**config.mk**
```make
export PLATFORM = sky130hd
export DESIGN_NAME = rect_placement_table_top
export DESIGN_NICKNAME = d
export VERILOG_FILES = /design/src/design/rpt_pkg.sv /design/src/design/rpt_cell.sv /design/src/design/rect_placement_table_top.sv
export SDC_FILE = /design/constraint.sdc
export NUM_CORES = 2
export LEC_CHECK = 0
export BUFFER_PORTS_ARGS = -buffer_cell sky130_fd_sc_hd__buf_4
export CAP_MARGIN = 15
export CORE_AREA = 2 2 579 581
export CTS_CLUSTER_DIAMETER = 200
export CTS_CLUSTER_SIZE = 16
export DETAILED_ROUTE_END_ITERATION = 10
export DIE_AREA = 0 0 581 583
export SETUP_SLACK_MARGIN = 0.5
export SYNTH_ARGS = -nofsm -noshare
export SYNTH_HDL_FRONTEND = slang
export SYNTH_SLANG_ARGS = --single-unit
```
**constraint.sdc**
```tcl
create_clock -name clk -period 10 [get_ports clk]
set_input_delay 0.5 -clock clk [delete_from_list [all_inputs] [get_ports clk]]
set_output_delay 0.5 -clock clk [all_outputs]
set_load 0.01 [all_outputs]
```
**src/design/rpt_pkg.sv**
```systemverilog
package rpt_pkg;

  // Default sizes.
  localparam int RPT_TABLE_DEPTH = 16;
  localparam int RPT_COORD_BITS  = 12;

  // Fixed field widths.
  localparam int ID_W    = 16;
  localparam int SCR_W   = 11;
  localparam int STEP_W  = 8;
  localparam int STAT_W  = 3;
  localparam int PLACE_W = 11;
  localparam int CMD_W   = 2;
  localparam int CFG_W   = 11;
  localparam int CIDX_W  = 2;

  // Smallest coordinate width that still holds every grid position.
  localparam int GRID_CW = PLACE_W + 1;

  // Commands.
  localparam logic [CMD_W-1:0] CMD_CHECK    = 2'd0;
  localparam logic [CMD_W-1:0] CMD_ADD      = 2'd1;
  localparam logic [CMD_W-1:0] CMD_REMOVE   = 2'd2;
  localparam logic [CMD_W-1:0] CMD_VALIDATE = 2'd3;

  // Result status codes.
  localparam logic [STAT_W-1:0] ST_OK       = 3'd0;
  localparam logic [STAT_W-1:0] ST_BOUNDS   = 3'd1;
  localparam logic [STAT_W-1:0] ST_OVERLAP  = 3'd2;
  localparam logic [STAT_W-1:0] ST_FULL     = 3'd3;
  localparam logic [STAT_W-1:0] ST_NOTFOUND = 3'd4;

  // Configuration register indexes.
  localparam logic [CIDX_W-1:0] REG_SCREEN_WIDTH  = 2'd0;
  localparam logic [CIDX_W-1:0] REG_SCREEN_HEIGHT = 2'd1;
  localparam logic [CIDX_W-1:0] REG_GRID_STEP     = 2'd2;

  // Reset values.
  localparam logic [SCR_W-1:0]  RST_SCREEN_WIDTH  = 11'd1024;
  localparam logic [SCR_W-1:0]  RST_SCREEN_HEIGHT = 11'd600;
  localparam logic [STEP_W-1:0] RST_GRID_STEP     = 8'd8;
  localparam logic [ID_W-1:0]   RST_NEXT_ID       = 16'd1;
  localparam logic [ID_W-1:0]   LAST_ID           = 16'hFFFF;

  // Sequencer states.
  typedef enum logic [3:0] {
    S_IDLE,
    S_PROBE,
    S_EVAL,
    S_GRID,
    S_VLOAD,
    S_RM_FIND,
    S_RM_SEL,
    S_STORE,
    S_FINISH
  } state_t;

  // What the current probe is for.
  typedef enum logic [1:0] {
    M_CHECK,
    M_PREF,
    M_GRID,
    M_VALID
  } mode_t;

  // Per-cell control.
  typedef struct packed {
    logic load;
    logic shift;
  } cell_ctl_t;

endpackage

```
**src/design/rpt_cell.sv**
```systemverilog
// One table entry. It loads a new rectangle, takes its right neighbor's entry
// when the table closes a gap, and compares itself against the probe.
module rpt_cell #(
  parameter int CW = rpt_pkg::GRID_CW
) (
  input  logic                     clk,
  input  rpt_pkg::cell_ctl_t       ctl,
  input  logic [rpt_pkg::ID_W-1:0] wr_id,
  input  logic signed [CW-1:0]     wr_x,
  input  logic signed [CW-1:0]     wr_y,
  input  logic signed [CW-1:0]     wr_w,
  input  logic signed [CW-1:0]     wr_h,
  input  logic [rpt_pkg::ID_W-1:0] nb_id,
  input  logic signed [CW-1:0]     nb_x,
  input  logic signed [CW-1:0]     nb_y,
  input  logic signed [CW-1:0]     nb_w,
  input  logic signed [CW-1:0]     nb_h,
  input  logic [rpt_pkg::ID_W-1:0] pr_skip,
  input  logic signed [CW-1:0]     pr_x,
  input  logic signed [CW-1:0]     pr_y,
  input  logic signed [CW-1:0]     pr_w,
  input  logic signed [CW-1:0]     pr_h,
  input  logic [rpt_pkg::ID_W-1:0] key,
  output logic [rpt_pkg::ID_W-1:0] ent_id,
  output logic signed [CW-1:0]     ent_x,
  output logic signed [CW-1:0]     ent_y,
  output logic signed [CW-1:0]     ent_w,
  output logic signed [CW-1:0]     ent_h,
  output logic                     hit,
  output logic                     match
);

  localparam int SW = CW + 1;

  logic [rpt_pkg::ID_W-1:0] id_r, id_nxt;
  logic signed [CW-1:0]     x_r, x_nxt, y_r, y_nxt, w_r, w_nxt, h_r, h_nxt;
  logic signed [SW-1:0]     a_x1, a_y1, b_x1, b_y1;

  // Entry update: a load wins over a shift.
  always_comb begin
    id_nxt = id_r;
    x_nxt  = x_r;
    y_nxt  = y_r;
    w_nxt  = w_r;
    h_nxt  = h_r;
    if (ctl.load) begin
      id_nxt = wr_id;
      x_nxt  = wr_x;
      y_nxt  = wr_y;
      w_nxt  = wr_w;
      h_nxt  = wr_h;
    end else if (ctl.shift) begin
      id_nxt = nb_id;
      x_nxt  = nb_x;
      y_nxt  = nb_y;
      w_nxt  = nb_w;
      h_nxt  = nb_h;
    end
  end

  always_ff @(posedge clk) begin
    id_r <= id_nxt;
    x_r  <= x_nxt;
    y_r  <= y_nxt;
    w_r  <= w_nxt;
    h_r  <= h_nxt;
  end

  // Half-open overlap on both axes, skipping the ignored id.
  assign a_x1 = SW'(pr_x) + SW'(pr_w);
  assign a_y1 = SW'(pr_y) + SW'(pr_h);
  assign b_x1 = SW'(x_r) + SW'(w_r);
  assign b_y1 = SW'(y_r) + SW'(h_r);

  assign hit = (id_r != pr_skip) &&
               !(a_x1 <= SW'(x_r) || b_x1 <= SW'(pr_x) ||
                 a_y1 <= SW'(y_r) || b_y1 <= SW'(pr_y));
  assign match = (id_r == key);

  assign ent_id = id_r;
  assign ent_x  = x_r;
  assign ent_y  = y_r;
  assign ent_w  = w_r;
  assign ent_h  = h_r;

endmodule

```
**src/design/rect_placement_table_top.sv**
```systemverilog
// Rectangle placement table. Start is taken when busy is low; exactly one
// result follows, shown for one cycle with out_valid and no way to hold it
// off, so the receiver must sample it then. Busy stays high until that cycle
// ends. The entries live in a row of cells that all compare against one probe
// rectangle at once; each probe is a cell compare, then a first-hit pick. An
// add whose preferred spot is taken may walk the grid; the grid walk is the
// long case and depends on screen size, rectangle size and grid step.
module rect_placement_table_top #(
  parameter int TABLE_DEPTH = rpt_pkg::RPT_TABLE_DEPTH,
  parameter int COORD_BITS  = rpt_pkg::RPT_COORD_BITS
) (
  input  logic                          clk,
  input  logic                          rst_n,
  input  logic                          start,
  output logic                          busy,
  input  logic [rpt_pkg::CMD_W-1:0]     in_command,
  input  logic [rpt_pkg::ID_W-1:0]      in_item_id,
  input  logic signed [COORD_BITS-1:0]  in_rect_x,
  input  logic signed [COORD_BITS-1:0]  in_rect_y,
  input  logic signed [COORD_BITS-1:0]  in_rect_w,
  input  logic signed [COORD_BITS-1:0]  in_rect_h,
  input  logic                          cfg_we,
  input  logic [rpt_pkg::CIDX_W-1:0]    cfg_index,
  input  logic [rpt_pkg::CFG_W-1:0]     cfg_wdata,
  output logic                          out_valid,
  output logic [rpt_pkg::STAT_W-1:0]    out_status,
  output logic [rpt_pkg::ID_W-1:0]      out_rect_id,
  output logic [rpt_pkg::ID_W-1:0]      out_hit_id,
  output logic [rpt_pkg::PLACE_W-1:0]   out_placed_x,
  output logic [rpt_pkg::PLACE_W-1:0]   out_placed_y
);

  localparam int CW   = (COORD_BITS > rpt_pkg::GRID_CW) ? COORD_BITS : rpt_pkg::GRID_CW;
  localparam int AW   = CW + 2;
  localparam int SCW  = AW + 1;
  localparam int CNTW = $clog2(TABLE_DEPTH + 1);
  localparam int IW   = (TABLE_DEPTH > 1) ? $clog2(TABLE_DEPTH) : 1;

  // Control and configuration state.
  rpt_pkg::state_t           state_r, state_nxt;
  rpt_pkg::mode_t            mode_r, mode_nxt;
  logic [CNTW-1:0]           count_r, count_nxt;
  logic [rpt_pkg::ID_W-1:0]  nfid_r, nfid_nxt;
  logic [rpt_pkg::SCR_W-1:0] sw_r, sw_nxt, sh_r, sh_nxt;
  logic [rpt_pkg::STEP_W-1:0] step_r, step_nxt;

  // Working registers.
  logic [rpt_pkg::ID_W-1:0]  iid_r, iid_nxt;
  logic signed [CW-1:0]      rx_r, rx_nxt, ry_r, ry_nxt, rw_r, rw_nxt, rh_r, rh_nxt;
  logic [rpt_pkg::ID_W-1:0]  pr_skip_r, pr_skip_nxt;
  logic signed [CW-1:0]      pr_x_r, pr_x_nxt, pr_y_r, pr_y_nxt;
  logic signed [CW-1:0]      pr_w_r, pr_w_nxt, pr_h_r, pr_h_nxt;
  logic signed [AW-1:0]      gx_r, gx_nxt, gy_r, gy_nxt;
  logic [SCW-1:0]            score_r, score_nxt, best_r, best_nxt;
  logic signed [CW-1:0]      bx_r, bx_nxt, by_r, by_nxt;
  logic                      found_r, found_nxt;
  logic [IW-1:0]             vidx_r, vidx_nxt;
  logic [TABLE_DEPTH-1:0]    hvec_r, hvec_nxt, mvec_r, mvec_nxt;
  logic                      bad_r, bad_nxt;

  // Result registers.
  logic [rpt_pkg::STAT_W-1:0]  res_st_r, res_st_nxt;
  logic [rpt_pkg::ID_W-1:0]    res_mid_r, res_mid_nxt, res_oid_r, res_oid_nxt;
  logic [rpt_pkg::PLACE_W-1:0] res_px_r, res_px_nxt, res_py_r, res_py_nxt;

  // Cell row.
  logic [rpt_pkg::ID_W-1:0] ent_id [TABLE_DEPTH];
  logic signed [CW-1:0]     ent_x [TABLE_DEPTH];
  logic signed [CW-1:0]     ent_y [TABLE_DEPTH];
  logic signed [CW-1:0]     ent_w [TABLE_DEPTH];
  logic signed [CW-1:0]     ent_h [TABLE_DEPTH];
  logic [rpt_pkg::ID_W-1:0] nb_id [TABLE_DEPTH];
  logic signed [CW-1:0]     nb_x [TABLE_DEPTH];
  logic signed [CW-1:0]     nb_y [TABLE_DEPTH];
  logic signed [CW-1:0]     nb_w [TABLE_DEPTH];
  logic signed [CW-1:0]     nb_h [TABLE_DEPTH];
  rpt_pkg::cell_ctl_t       ctl [TABLE_DEPTH];
  logic [TABLE_DEPTH-1:0]   hit, match, valid;

  logic           load_en, shift_en;
  logic [IW-1:0]  shift_idx;

  // Probe helpers.
  logic signed [AW-1:0] sw_e, sh_e, lim_x, lim_y, step_e, dx, dy;
  logic [SCW-1:0]       score_now;
  logic                 bad_now, probe_ok;
  logic [rpt_pkg::ID_W-1:0] first_hit_id;
  logic                 rm_any;
  logic [IW-1:0]        rm_idx;
  logic                 accept;

  for (genvar g = 0; g < TABLE_DEPTH; g++) begin : g_cell
    if (g < TABLE_DEPTH - 1) begin : g_nb
      assign nb_id[g] = ent_id[g+1];
      assign nb_x[g]  = ent_x[g+1];
      assign nb_y[g]  = ent_y[g+1];
      assign nb_w[g]  = ent_w[g+1];
      assign nb_h[g]  = ent_h[g+1];
    end else begin : g_end
      assign nb_id[g] = ent_id[g];
      assign nb_x[g]  = ent_x[g];
      assign nb_y[g]  = ent_y[g];
      assign nb_w[g]  = ent_w[g];
      assign nb_h[g]  = ent_h[g];
    end

    assign valid[g]     = (CNTW'(g) < count_r);
    assign ctl[g].load  = load_en && (CNTW'(g) == count_r);
    assign ctl[g].shift = shift_en && (CNTW'(g) >= CNTW'(shift_idx));

    rpt_cell #(.CW(CW)) u_cell (
      .clk     (clk),
      .ctl     (ctl[g]),
      .wr_id   (nfid_r),
      .wr_x    (bx_r),
      .wr_y    (by_r),
      .wr_w    (rw_r),
      .wr_h    (rh_r),
      .nb_id   (nb_id[g]),
      .nb_x    (nb_x[g]),
      .nb_y    (nb_y[g]),
      .nb_w    (nb_w[g]),
      .nb_h    (nb_h[g]),
      .pr_skip (pr_skip_r),
      .pr_x    (pr_x_r),
      .pr_y    (pr_y_r),
      .pr_w    (pr_w_r),
      .pr_h    (pr_h_r),
      .key     (iid_r),
      .ent_id  (ent_id[g]),
      .ent_x   (ent_x[g]),
      .ent_y   (ent_y[g]),
      .ent_w   (ent_w[g]),
      .ent_h   (ent_h[g]),
      .hit     (hit[g]),
      .match   (match[g])
    );
  end

  // Screen limits and grid arithmetic.
  assign sw_e    = $signed(AW'(sw_r));
  assign sh_e    = $signed(AW'(sh_r));
  assign lim_x   = sw_e - AW'(rw_r);
  assign lim_y   = sh_e - AW'(rh_r);
  assign step_e  = (step_r == '0) ? AW'(1) : $signed(AW'(step_r));
  assign dx      = gx_r - AW'(rx_r);
  assign dy      = gy_r - AW'(ry_r);
  assign score_now = SCW'(dx < 0 ? -dx : dx) + SCW'(dy < 0 ? -dy : dy);

  assign bad_now = (pr_x_r < 0) || (pr_y_r < 0) || (pr_w_r <= 0) || (pr_h_r <= 0) ||
                   (AW'(pr_x_r) + AW'(pr_w_r) > sw_e) ||
                   (AW'(pr_y_r) + AW'(pr_h_r) > sh_e);
  assign probe_ok = !bad_r && (hvec_r == '0);

  // First hit and first match in table order.
  always_comb begin
    first_hit_id = '0;
    rm_any       = 1'b0;
    rm_idx       = '0;
    for (int i = TABLE_DEPTH - 1; i >= 0; i--) begin
      if (hvec_r[i]) begin
        first_hit_id = ent_id[i];
      end
      if (mvec_r[i]) begin
        rm_any = 1'b1;
        rm_idx = IW'(i);
      end
    end
  end

  assign busy   = (state_r != rpt_pkg::S_IDLE);
  assign accept = start && !busy;

  // Sequencer.
  always_comb begin
    state_nxt   = state_r;
    mode_nxt    = mode_r;
    count_nxt   = count_r;
    nfid_nxt    = nfid_r;
    sw_nxt      = sw_r;
    sh_nxt      = sh_r;
    step_nxt    = step_r;
    iid_nxt     = iid_r;
    rx_nxt      = rx_r;
    ry_nxt      = ry_r;
    rw_nxt      = rw_r;
    rh_nxt      = rh_r;
    pr_skip_nxt = pr_skip_r;
    pr_x_nxt    = pr_x_r;
    pr_y_nxt    = pr_y_r;
    pr_w_nxt    = pr_w_r;
    pr_h_nxt    = pr_h_r;
    gx_nxt      = gx_r;
    gy_nxt      = gy_r;
    score_nxt   = score_r;
    best_nxt    = best_r;
    bx_nxt      = bx_r;
    by_nxt      = by_r;
    found_nxt   = found_r;
    vidx_nxt    = vidx_r;
    hvec_nxt    = hvec_r;
    mvec_nxt    = mvec_r;
    bad_nxt     = bad_r;
    res_st_nxt  = res_st_r;
    res_mid_nxt = res_mid_r;
    res_oid_nxt = res_oid_r;
    res_px_nxt  = res_px_r;
    res_py_nxt  = res_py_r;
    load_en     = 1'b0;
    shift_en    = 1'b0;
    shift_idx   = rm_idx;

    // Configuration writes; unknown indexes are dropped.
    if (cfg_we) begin
      case (cfg_index)
        rpt_pkg::REG_SCREEN_WIDTH:  sw_nxt = cfg_wdata;
        rpt_pkg::REG_SCREEN_HEIGHT: sh_nxt = cfg_wdata;
        rpt_pkg::REG_GRID_STEP:     step_nxt = cfg_wdata[rpt_pkg::STEP_W-1:0];
        default: ;
      endcase
    end

    case (state_r)
      rpt_pkg::S_IDLE: begin
        if (accept) begin
          iid_nxt     = in_item_id;
          rx_nxt      = CW'(in_rect_x);
          ry_nxt      = CW'(in_rect_y);
          rw_nxt      = CW'(in_rect_w);
          rh_nxt      = CW'(in_rect_h);
          pr_x_nxt    = CW'(in_rect_x);
          pr_y_nxt    = CW'(in_rect_y);
          pr_w_nxt    = CW'(in_rect_w);
          pr_h_nxt    = CW'(in_rect_h);
          res_st_nxt  = rpt_pkg::ST_OK;
          res_mid_nxt = '0;
          res_oid_nxt = '0;
          res_px_nxt  = '0;
          res_py_nxt  = '0;
          vidx_nxt    = '0;
          case (in_command)
            rpt_pkg::CMD_CHECK: begin
              pr_skip_nxt = in_item_id;
              mode_nxt    = rpt_pkg::M_CHECK;
              state_nxt   = rpt_pkg::S_PROBE;
            end
            rpt_pkg::CMD_ADD: begin
              pr_skip_nxt = '0;
              mode_nxt    = rpt_pkg::M_PREF;
              if (count_r >= CNTW'(TABLE_DEPTH)) begin
                res_st_nxt = rpt_pkg::ST_FULL;
                state_nxt  = rpt_pkg::S_FINISH;
              end else begin
                state_nxt = rpt_pkg::S_PROBE;
              end
            end
            rpt_pkg::CMD_REMOVE: begin
              state_nxt = rpt_pkg::S_RM_FIND;
            end
            default: begin
              mode_nxt  = rpt_pkg::M_VALID;
              state_nxt = (count_r == '0) ? rpt_pkg::S_FINISH : rpt_pkg::S_VLOAD;
            end
          endcase
        end
      end

      // All cells compare against the probe at once.
      rpt_pkg::S_PROBE: begin
        hvec_nxt  = hit & valid;
        bad_nxt   = bad_now;
        state_nxt = rpt_pkg::S_EVAL;
      end

      rpt_pkg::S_EVAL: begin
        case (mode_r)
          rpt_pkg::M_CHECK: begin
            if (!probe_ok) begin
              res_st_nxt  = bad_r ? rpt_pkg::ST_BOUNDS : rpt_pkg::ST_OVERLAP;
              res_mid_nxt = iid_r;
              res_oid_nxt = bad_r ? '0 : first_hit_id;
            end
            state_nxt = rpt_pkg::S_FINISH;
          end
          rpt_pkg::M_PREF: begin
            if (probe_ok) begin
              bx_nxt    = rx_r;
              by_nxt    = ry_r;
              state_nxt = rpt_pkg::S_STORE;
            end else if (rw_r > 0 && rh_r > 0) begin
              gx_nxt    = '0;
              gy_nxt    = '0;
              best_nxt  = '1;
              found_nxt = 1'b0;
              mode_nxt  = rpt_pkg::M_GRID;
              state_nxt = rpt_pkg::S_GRID;
            end else begin
              res_st_nxt = rpt_pkg::ST_OVERLAP;
              state_nxt  = rpt_pkg::S_FINISH;
            end
          end
          rpt_pkg::M_GRID: begin
            // Keep the first spot with the strictly smallest distance.
            if (probe_ok && score_r < best_r) begin
              best_nxt  = score_r;
              bx_nxt    = CW'(gx_r);
              by_nxt    = CW'(gy_r);
              found_nxt = 1'b1;
            end
            gx_nxt    = gx_r + step_e;
            state_nxt = rpt_pkg::S_GRID;
          end
          default: begin
            if (!probe_ok) begin
              res_st_nxt  = bad_r ? rpt_pkg::ST_BOUNDS : rpt_pkg::ST_OVERLAP;
              res_mid_nxt = pr_skip_r;
              res_oid_nxt = bad_r ? '0 : first_hit_id;
              state_nxt   = rpt_pkg::S_FINISH;
            end else if (CNTW'(vidx_r) + CNTW'(1) == count_r) begin
              state_nxt = rpt_pkg::S_FINISH;
            end else begin
              vidx_nxt  = vidx_r + IW'(1);
              state_nxt = rpt_pkg::S_VLOAD;
            end
          end
        endcase
      end

      // Grid walk: row by row, left to right.
      rpt_pkg::S_GRID: begin
        if (gy_r > lim_y) begin
          if (found_r) begin
            state_nxt = rpt_pkg::S_STORE;
          end else begin
            res_st_nxt = rpt_pkg::ST_OVERLAP;
            state_nxt  = rpt_pkg::S_FINISH;
          end
        end else if (gx_r > lim_x) begin
          gx_nxt = '0;
          gy_nxt = gy_r + step_e;
        end else begin
          pr_x_nxt  = CW'(gx_r);
          pr_y_nxt  = CW'(gy_r);
          score_nxt = score_now;
          state_nxt = rpt_pkg::S_PROBE;
        end
      end

      // Validate: fetch the next entry as the probe.
      rpt_pkg::S_VLOAD: begin
        pr_skip_nxt = ent_id[vidx_r];
        pr_x_nxt    = ent_x[vidx_r];
        pr_y_nxt    = ent_y[vidx_r];
        pr_w_nxt    = ent_w[vidx_r];
        pr_h_nxt    = ent_h[vidx_r];
        state_nxt   = rpt_pkg::S_PROBE;
      end

      rpt_pkg::S_RM_FIND: begin
        mvec_nxt  = match & valid;
        state_nxt = rpt_pkg::S_RM_SEL;
      end

      // Remove closes the gap by shifting every later cell left by one.
      rpt_pkg::S_RM_SEL: begin
        res_mid_nxt = iid_r;
        if (rm_any) begin
          shift_en  = 1'b1;
          count_nxt = count_r - CNTW'(1);
        end else begin
          res_st_nxt = rpt_pkg::ST_NOTFOUND;
        end
        state_nxt = rpt_pkg::S_FINISH;
      end

      rpt_pkg::S_STORE: begin
        load_en     = 1'b1;
        count_nxt   = count_r + CNTW'(1);
        res_mid_nxt = nfid_r;
        res_px_nxt  = bx_r[rpt_pkg::PLACE_W-1:0];
        res_py_nxt  = by_r[rpt_pkg::PLACE_W-1:0];
        nfid_nxt    = (nfid_r == rpt_pkg::LAST_ID) ? rpt_pkg::RST_NEXT_ID
                                                   : nfid_r + 16'd1;
        state_nxt   = rpt_pkg::S_FINISH;
      end

      rpt_pkg::S_FINISH: begin
        state_nxt = rpt_pkg::S_IDLE;
      end

      default: begin
        state_nxt = rpt_pkg::S_IDLE;
      end
    endcase
  end

  // Control registers.
  always_ff @(posedge clk) begin
    if (!rst_n) begin
      state_r <= rpt_pkg::S_IDLE;
      mode_r  <= rpt_pkg::M_CHECK;
      count_r <= '0;
      nfid_r  <= rpt_pkg::RST_NEXT_ID;
      sw_r    <= rpt_pkg::RST_SCREEN_WIDTH;
      sh_r    <= rpt_pkg::RST_SCREEN_HEIGHT;
      step_r  <= rpt_pkg::RST_GRID_STEP;
    end else begin
      state_r <= state_nxt;
      mode_r  <= mode_nxt;
      count_r <= count_nxt;
      nfid_r  <= nfid_nxt;
      sw_r    <= sw_nxt;
      sh_r    <= sh_nxt;
      step_r  <= step_nxt;
    end
  end

  // Datapath registers.
  always_ff @(posedge clk) begin
    iid_r     <= iid_nxt;
    rx_r      <= rx_nxt;
    ry_r      <= ry_nxt;
    rw_r      <= rw_nxt;
    rh_r      <= rh_nxt;
    pr_skip_r <= pr_skip_nxt;
    pr_x_r    <= pr_x_nxt;
    pr_y_r    <= pr_y_nxt;
    pr_w_r    <= pr_w_nxt;
    pr_h_r    <= pr_h_nxt;
    gx_r      <= gx_nxt;
    gy_r      <= gy_nxt;
    score_r   <= score_nxt;
    best_r    <= best_nxt;
    bx_r      <= bx_nxt;
    by_r      <= by_nxt;
    found_r   <= found_nxt;
    vidx_r    <= vidx_nxt;
    hvec_r    <= hvec_nxt;
    mvec_r    <= mvec_nxt;
    bad_r     <= bad_nxt;
    res_st_r  <= res_st_nxt;
    res_mid_r <= res_mid_nxt;
    res_oid_r <= res_oid_nxt;
    res_px_r  <= res_px_nxt;
    res_py_r  <= res_py_nxt;
  end

  // Result beat.
  assign out_valid    = (state_r == rpt_pkg::S_FINISH);
  assign out_status   = res_st_r;
  assign out_rect_id  = res_mid_r;
  assign out_hit_id   = res_oid_r;
  assign out_placed_x = res_px_r;
  assign out_placed_y = res_py_r;

endmodule

```
; After elaboration in Yosys (flattened, before gate mapping)
; Index checks and enable logic that the tools add are counted.
[totals]
ff_bits = 1386
output_inout_bits = 59
wordCells = 854
[classes]
add_sub_neg = 50
n_lt_le_gt_ge = 110
n_eq_ne = 90
n_mux = 309
bitwise = 5
reduce_logical = 177
[op_table]
columns = operator, n
row1 = two-way mux 12 bit, 140
row2 = two-way mux 16 bit, 56
row3 = less-or-equal comparator 13 x 12 -> 1 bit, 64
row4 = adder 12 x 12 -> 13 bit, 36
row5 = equality test 16 bit, 16
row6 = != test 16 bit, 16
row7 = binary-select mux 12 bit (select 4 bit), 4
row8 = one-hot mux 16 bit (2 select lines), 4
row9 = two-way mux 4 bit, 30
row10 = two-way mux 14 bit, 7
row11 = one-hot mux 12 bit (2 select lines), 4
row12 = one-hot mux 14 bit (2 select lines), 3
row13 = two-way mux 15 bit, 5
row14 = one-hot mux 12 bit (3 select lines), 2
row15 = binary-select mux 16 bit (select 4 bit), 1
row16 = one-hot mux 16 bit (4 select lines), 1
row17 = logical OR 1 bit, 53
row18 = logical AND 1 bit, 51
row19 = one-hot mux 11 bit (2 select lines), 2
row20 = != test 2 bit (second input constant), 21
row21 = nonzero test 2 bit, 21
row22 = equality test 4 x 5 -> 1 bit (first input constant), 8
row23 = less-than comparator 4 x 5 -> 1 bit (first input constant), 8
row24 = bitwise AND 16 bit, 2
row25 = other kinds (72), 186

; Depth between registers and ports, before layout
[logic_depth]
depth_word = 21
ltp_mapped = 21

; Hierarchy
; A second synthesis with hierarchy kept.
[hier_totals]
hier_cells = 13158
area_unflattened_um2 = 134092.4
[by_module_without_submodules]
columns = mod, n_inst, cells_per_inst, area_each_um2, seq_area_each_um2
row1 = rpt_cell at g_cell[0].u_cell ..., 6, 641, 6505.0, 1921.8
row2 = rpt_cell at g_cell[1].u_cell ..., 6, 643, 6386.1, 1921.8
row3 = rect_placement_table_top, 1, 2906, 31167.4, 10299.9
row4 = rpt_cell at g_cell[7].u_cell ..., 2, 633, 6361.1, 1921.8
row5 = rpt_cell at g_cell[15].u_cell, 1, 646, 6506.2, 1921.8
row6 = rpt_cell at g_cell[8].u_cell, 1, 636, 6349.8, 1921.8

; Worst setup path after synthesis
; No wires, ideal clock.
[synth_path]
path_kind = reg2reg
from = register state_r[1]
to = register g_cell[10].u_cell.h_r[0], enable pin
t_arrival_ps = 8684
required_time_ps = 9294
path_slack_ps = 610
path_stages_with_launch = 7
path_buffers = 1
synth_period_minus_slack_ps = 9390
path_cell_list = dfxtp_1 > clkbuf_1 > nor2b_1 > nand2_1 > inv_1 > o21ai_1 > o311ai_0
[synth_between]
elab_chain_cells = 4
elab_cells_between_ends = 7
classes_between = eq/ne (2) / mux (2) / reduce/logical (3)
[synth_rtl]
columns = element, line
row1 = "start, declared", rect_placement_table_top.sv:40  ; rpt_pkg::state_t state_r, state_nxt;
row2 = "start signal, assigned", rect_placement_table_top.sv:400  ; state_r <= rpt_pkg::S_IDLE;
row3 = "start signal, assigned", rect_placement_table_top.sv:408  ; state_r <= state_nxt;
row4 = equality test 4 x 3 -> 1 bit, rect_placement_table_top.sv:223  ; case (state_r)
row5 = two-way mux 1 bit, rect_placement_table_top.sv:223
row6 = logical AND 1 bit (on tied branches), "rect_placement_table_top.sv:109, rect_placement_table_top.sv:108"
row7 = nonzero test 2 bit (no line) (*), --
row8 = "end signal, assigned", rpt_cell.sv:66  ; h_r <= h_nxt;
row9 = "end, declared", rpt_cell.sv:36  ; logic signed [CW-1:0] x_r, x_nxt, y_r, y_nxt, w_r, w_nxt, h_r, h_nxt;
; Mark *: on every way between the ends. The rest lies on a longest branch, timed or not.
; A chain may end at the register's enable or synchronous reset.

; Worst setup path in the final report
[layout_path]
from = register rw_r[1]
to = register gy_r[0], enable pin
[layout_between]
elab_chain_cells = 4
elab_cells_between_ends = 7
classes_between = add/sub (1) / order compare (2) / eq/ne (2) / reduce/logical (2)
[layout_rtl]
columns = element, line
row1 = "start, declared", rect_placement_table_top.sv:49  ; logic signed [CW-1:0] rx_r, rx_nxt, ry_r, ry_nxt, rw_r, rw_nxt, rh_r, rh_nxt;
row2 = "start signal, assigned", rect_placement_table_top.sv:423  ; rw_r <= rw_nxt;
row3 = subtractor 12 x 12 -> 13 bit or greater-than comparator 12 x 1 -> 1 bit (tied branches), "rect_placement_table_top.sv:143, rect_placement_table_top.sv:290"
row4 = greater-than comparator 14 x 13 -> 1 bit or logical AND 1 bit (tied branches), "rect_placement_table_top.sv:338, rect_placement_table_top.sv:290"
row5 = != test 2 bit (no line), --
row6 = AND reduction 6 bit (no line) (*), --
row7 = "end signal, assigned", rect_placement_table_top.sv:431  ; gy_r <= gy_nxt;
row8 = "end, declared", rect_placement_table_top.sv:53  ; logic signed [AW-1:0] gx_r, gx_nxt, gy_r, gy_nxt;
; Marks and branches as above.

==> metrics.md <==
| Metric | Value |
|---|---|
| Synth top area share | `34.4%` |
| Pin count of the biggest net entering global routing | `97` |
| TritonCTS clock tree | `built` |
| DRC violations left | `0` |
| Highest routed layer | `met5` |
| Die footprint | `0.339 mm2` |
| Hold Crit Depth | `3` |
| Number of post-CTS setup repair buffers | `0` |
| Async SR Flop Fraction | `0%` |
| Area growth from synthesis to layout | `8.81%` |
| Clock transition at the registers of the reported paths | `100 ps` |
| Cell mode on critical path | `a21oi_1` |
| Dpl hpwl | `369,000 um` |
| Crit path max fanout | `14` |
| Kind of critical path | `flip-flop to flip-flop` |
| Clk sink count | `1,386` |
| Vias in the first global route | `91,795` |
| Worst-Margin Slew | `1330 ps` |
| Count of cell types in the netlist | `91` |
| Fillers | `32,936` |
| Post_cts resized | `0` |
| WL/cell | `29.6 um` |
| DR WL met2 | `205,000 um` |
| Top-count cell post-synth | `ha_1` |
| Die height | `583 um` |
| Setup WS pre-CTS | `3990 ps` |
| H-tree depth | `3` |
| Antenna viol nets, final | `0` |
| Slowest cell on crit path | `a31oi_1` |
| Nets | `12,995` |
| Io pins | `142` |
| M1 WL | `186,000 um` |
| Routed vias/inst | `6.04` |
| Worst hold path type | `primary input to flip-flop` |
| Clock buffer depth | `3` |
| P per Cell Area | `192 mW/mm2` |
| Post-Route Skew | `61.4 ps` |
| Post-route clock period utilization | `60.1%` |
| Clock Latency Late Sink | `820 ps` |
| FF-to-FF path depth | `18` |
| CP Data Arrival Time | `6450 ps` |
| Relative slew slack | `10.6%` |
| Post-synthesis cell count | `11,434` |
| Initial antenna violation count | `35` |
| Core area | `0.332 mm2` |
| DR vias | `96,245` |
| Max-cap violations | `0` |
| Initial Util | `34.9%` |
| Syn_nets | `12,951` |
| WL final | `472,000 um` |
| Num CTS Buffers | `96` |
| Grt ovf | `0` |
| Final Hold Fails | `0` |
| CP Cell Sequence | `inv_1 > fa_1 > a21o_1 > a21oi_1 > o21bai_1 > a21oi_1 > o21bai_1 > a21oi_1 > o21ai_0 > or3_1 > ha_1 > inv_1 > a2111o_1 > a21oi_1 > a211o_1 > a31oi_1 > and3_1 > o22a_1` |
| # rows | `212` |
| Synthesis-stage register bit count | `1,386` |
| Cell Area, Synth | `0.116 mm2` |
| Share of layout cells above drive strength 1 | `12.8%` |
| Required time of the critical path | `10,430 ps` |
| Chip width | `581 um` |
| Root Buffer | `clkbuf_16` |
| Met3 Wirelength | `51,000 um` |
| Leak pwr | `0.0492 uW` |
| First-pass GRT wire length | `659,000 um` |
| Sequential area share after synthesis | `35.4%` |
| Status | `completed` |
| Setup WS post-layout | `3990 ps` |
| Top post-synthesis cells by area | `edfxtp_1, ha_1, mux2_2` |
| Setup TNS | `0 ps` |
| Synth area leader | `edfxtp_1` |
| Post-synth EDFFs | `1,329` |
| Tmin final | `6010 ps` |
| Final GP Congestion | `1.04` |
| First DRT Iteration DRCs | `12,128` |
| Critical Path End Type | `flip-flop` |
| Final setup violation count | `0` |
| Main flop type after synthesis | `edfxtp_1` |
| First-pass iteration count of the detailed router | `7` |
| Fmax | `166 MHz` |
| YS warnings | `0` |
| Unrepaired setup endpoints after global routing | `false` |
| GRT Util Overall | `26.9%` |
| CP Launch Type | `flip-flop` |
| Max-slew violations | `0` |
| Max stage delay on crit path | `710 ps` |
| Register-to-register setup slack | `3990 ps` |
| Synth cell count leaders | `ha_1, edfxtp_1, nand2_1, inv_1, o21ai_0` |
| VDD IR max | `0.298 mV` |
| # port buffers | `141` |
| Avg Cell Area, Syn | `10.1 um2` |
-- what timing repair did --
item	in CTS	in global routing
hold buffers	76	0
setup endpoints to repair	0	0
hold endpoints to repair	97	0
-- per-stage QoR --
step | std cells | total power (uW) | util [%] | hold WS, ps | cell area (um2)
after global routing | 15916 | 25300 | 37.9 | 36.7 | 126000
after CTS | 15908 | 23800 | 37.9 | 0.339 | 126000
after floorplan | 11434 | 14700 | - | 406 | 116000
after detailed placement | 15689 | 19800 | 36.9 | 470 | 123000
final | 15928 | 24200 | 38.0 | 33.6 | 126000
after global placement | 15689 | 19600 | 36.9 | 470 | 123000
-- routing by layer --
layer  GRT usage [%]  vias to the layer above
met4            14.8                       24
met2            41.5                     5112
met3            6.44                     1003
met5               0                        -
li1                -                    42485
met1            34.6                    47621
-- worst paths after layout --
check | from | endpoint
worst min register to register | sh_r[1]$_SDFFE_PN0P_ | sh_r[1]$_SDFFE_PN0P_
worst min-delay path | cfg_wdata[2] | sh_r[2]$_SDFFE_PN0P_
worst max register to register | rw_r[1]$_DFFE_PP_ | gy_r[0]$_SDFFCE_PN0P_
worst max-delay path | rw_r[1]$_DFFE_PP_ | gy_r[0]$_SDFFCE_PN0P_
-- flip-flops by register name, summed over array words and instances (netlist names), 192 cells and up --
signal,cells
g_cell.u_cell.ent_x,192
g_cell.u_cell.ent_y,192
g_cell.u_cell.ent_id,256
g_cell.u_cell.ent_w,192
g_cell.u_cell.ent_h,192
-- worst max-delay path: cells and delay by family, from the launching register on --
kind,cells,cell delay [ps]
adders and majority gates,2,850
buffers and inverters,2,460
DFF,1,570
and+or+nand+nor,2,660
AOI/OAI and AO/OA,12,3070
-- kinds of logic after synthesis --
logic type      Yosys count  share of synthesized area [%]
compound gates         2273                           12.5
xor+xnor                859                           6.49
fa+ha+maj              1434                           15.7
buf+inv                1395                           4.69
flops                  1386                           35.4
mux                    1006                           12.0
simple gates           3081                           13.2
-- layout by cell type (no fill, tap or decap), drive strengths merged, types with 363 or more instances in the layout --
master     n
buf      363
xor2     401
a21oi    463
xnor2    458
edfxtp  1329
nand2    918
mux2     635
ha      1393
o21ai    772
nor2     572
inv      904
-- where the power goes --
part / switching (uW) / internal [uW] / total (uW)
Clock: 2300 / 1790 / 4090
Sequential: 297 / 6760 / 7060
Combinational: 8350 / 4680 / 13000
-- final cells by class --
class                   instances  area, um2  area share, %
diodes                         18       45.0         0.0357
clock buffers                 137       2580           2.04
clock inverters                 6       90.1         0.0714
inverters                     902       3390           2.69
multi-input cells            8653      70000           55.5
flip-flops and latches       1386      41000           32.5
well taps                    4387       5490           4.35
repair buffers                439       3520           2.79
No activity file was read; power rests on OpenSTA's default activity.
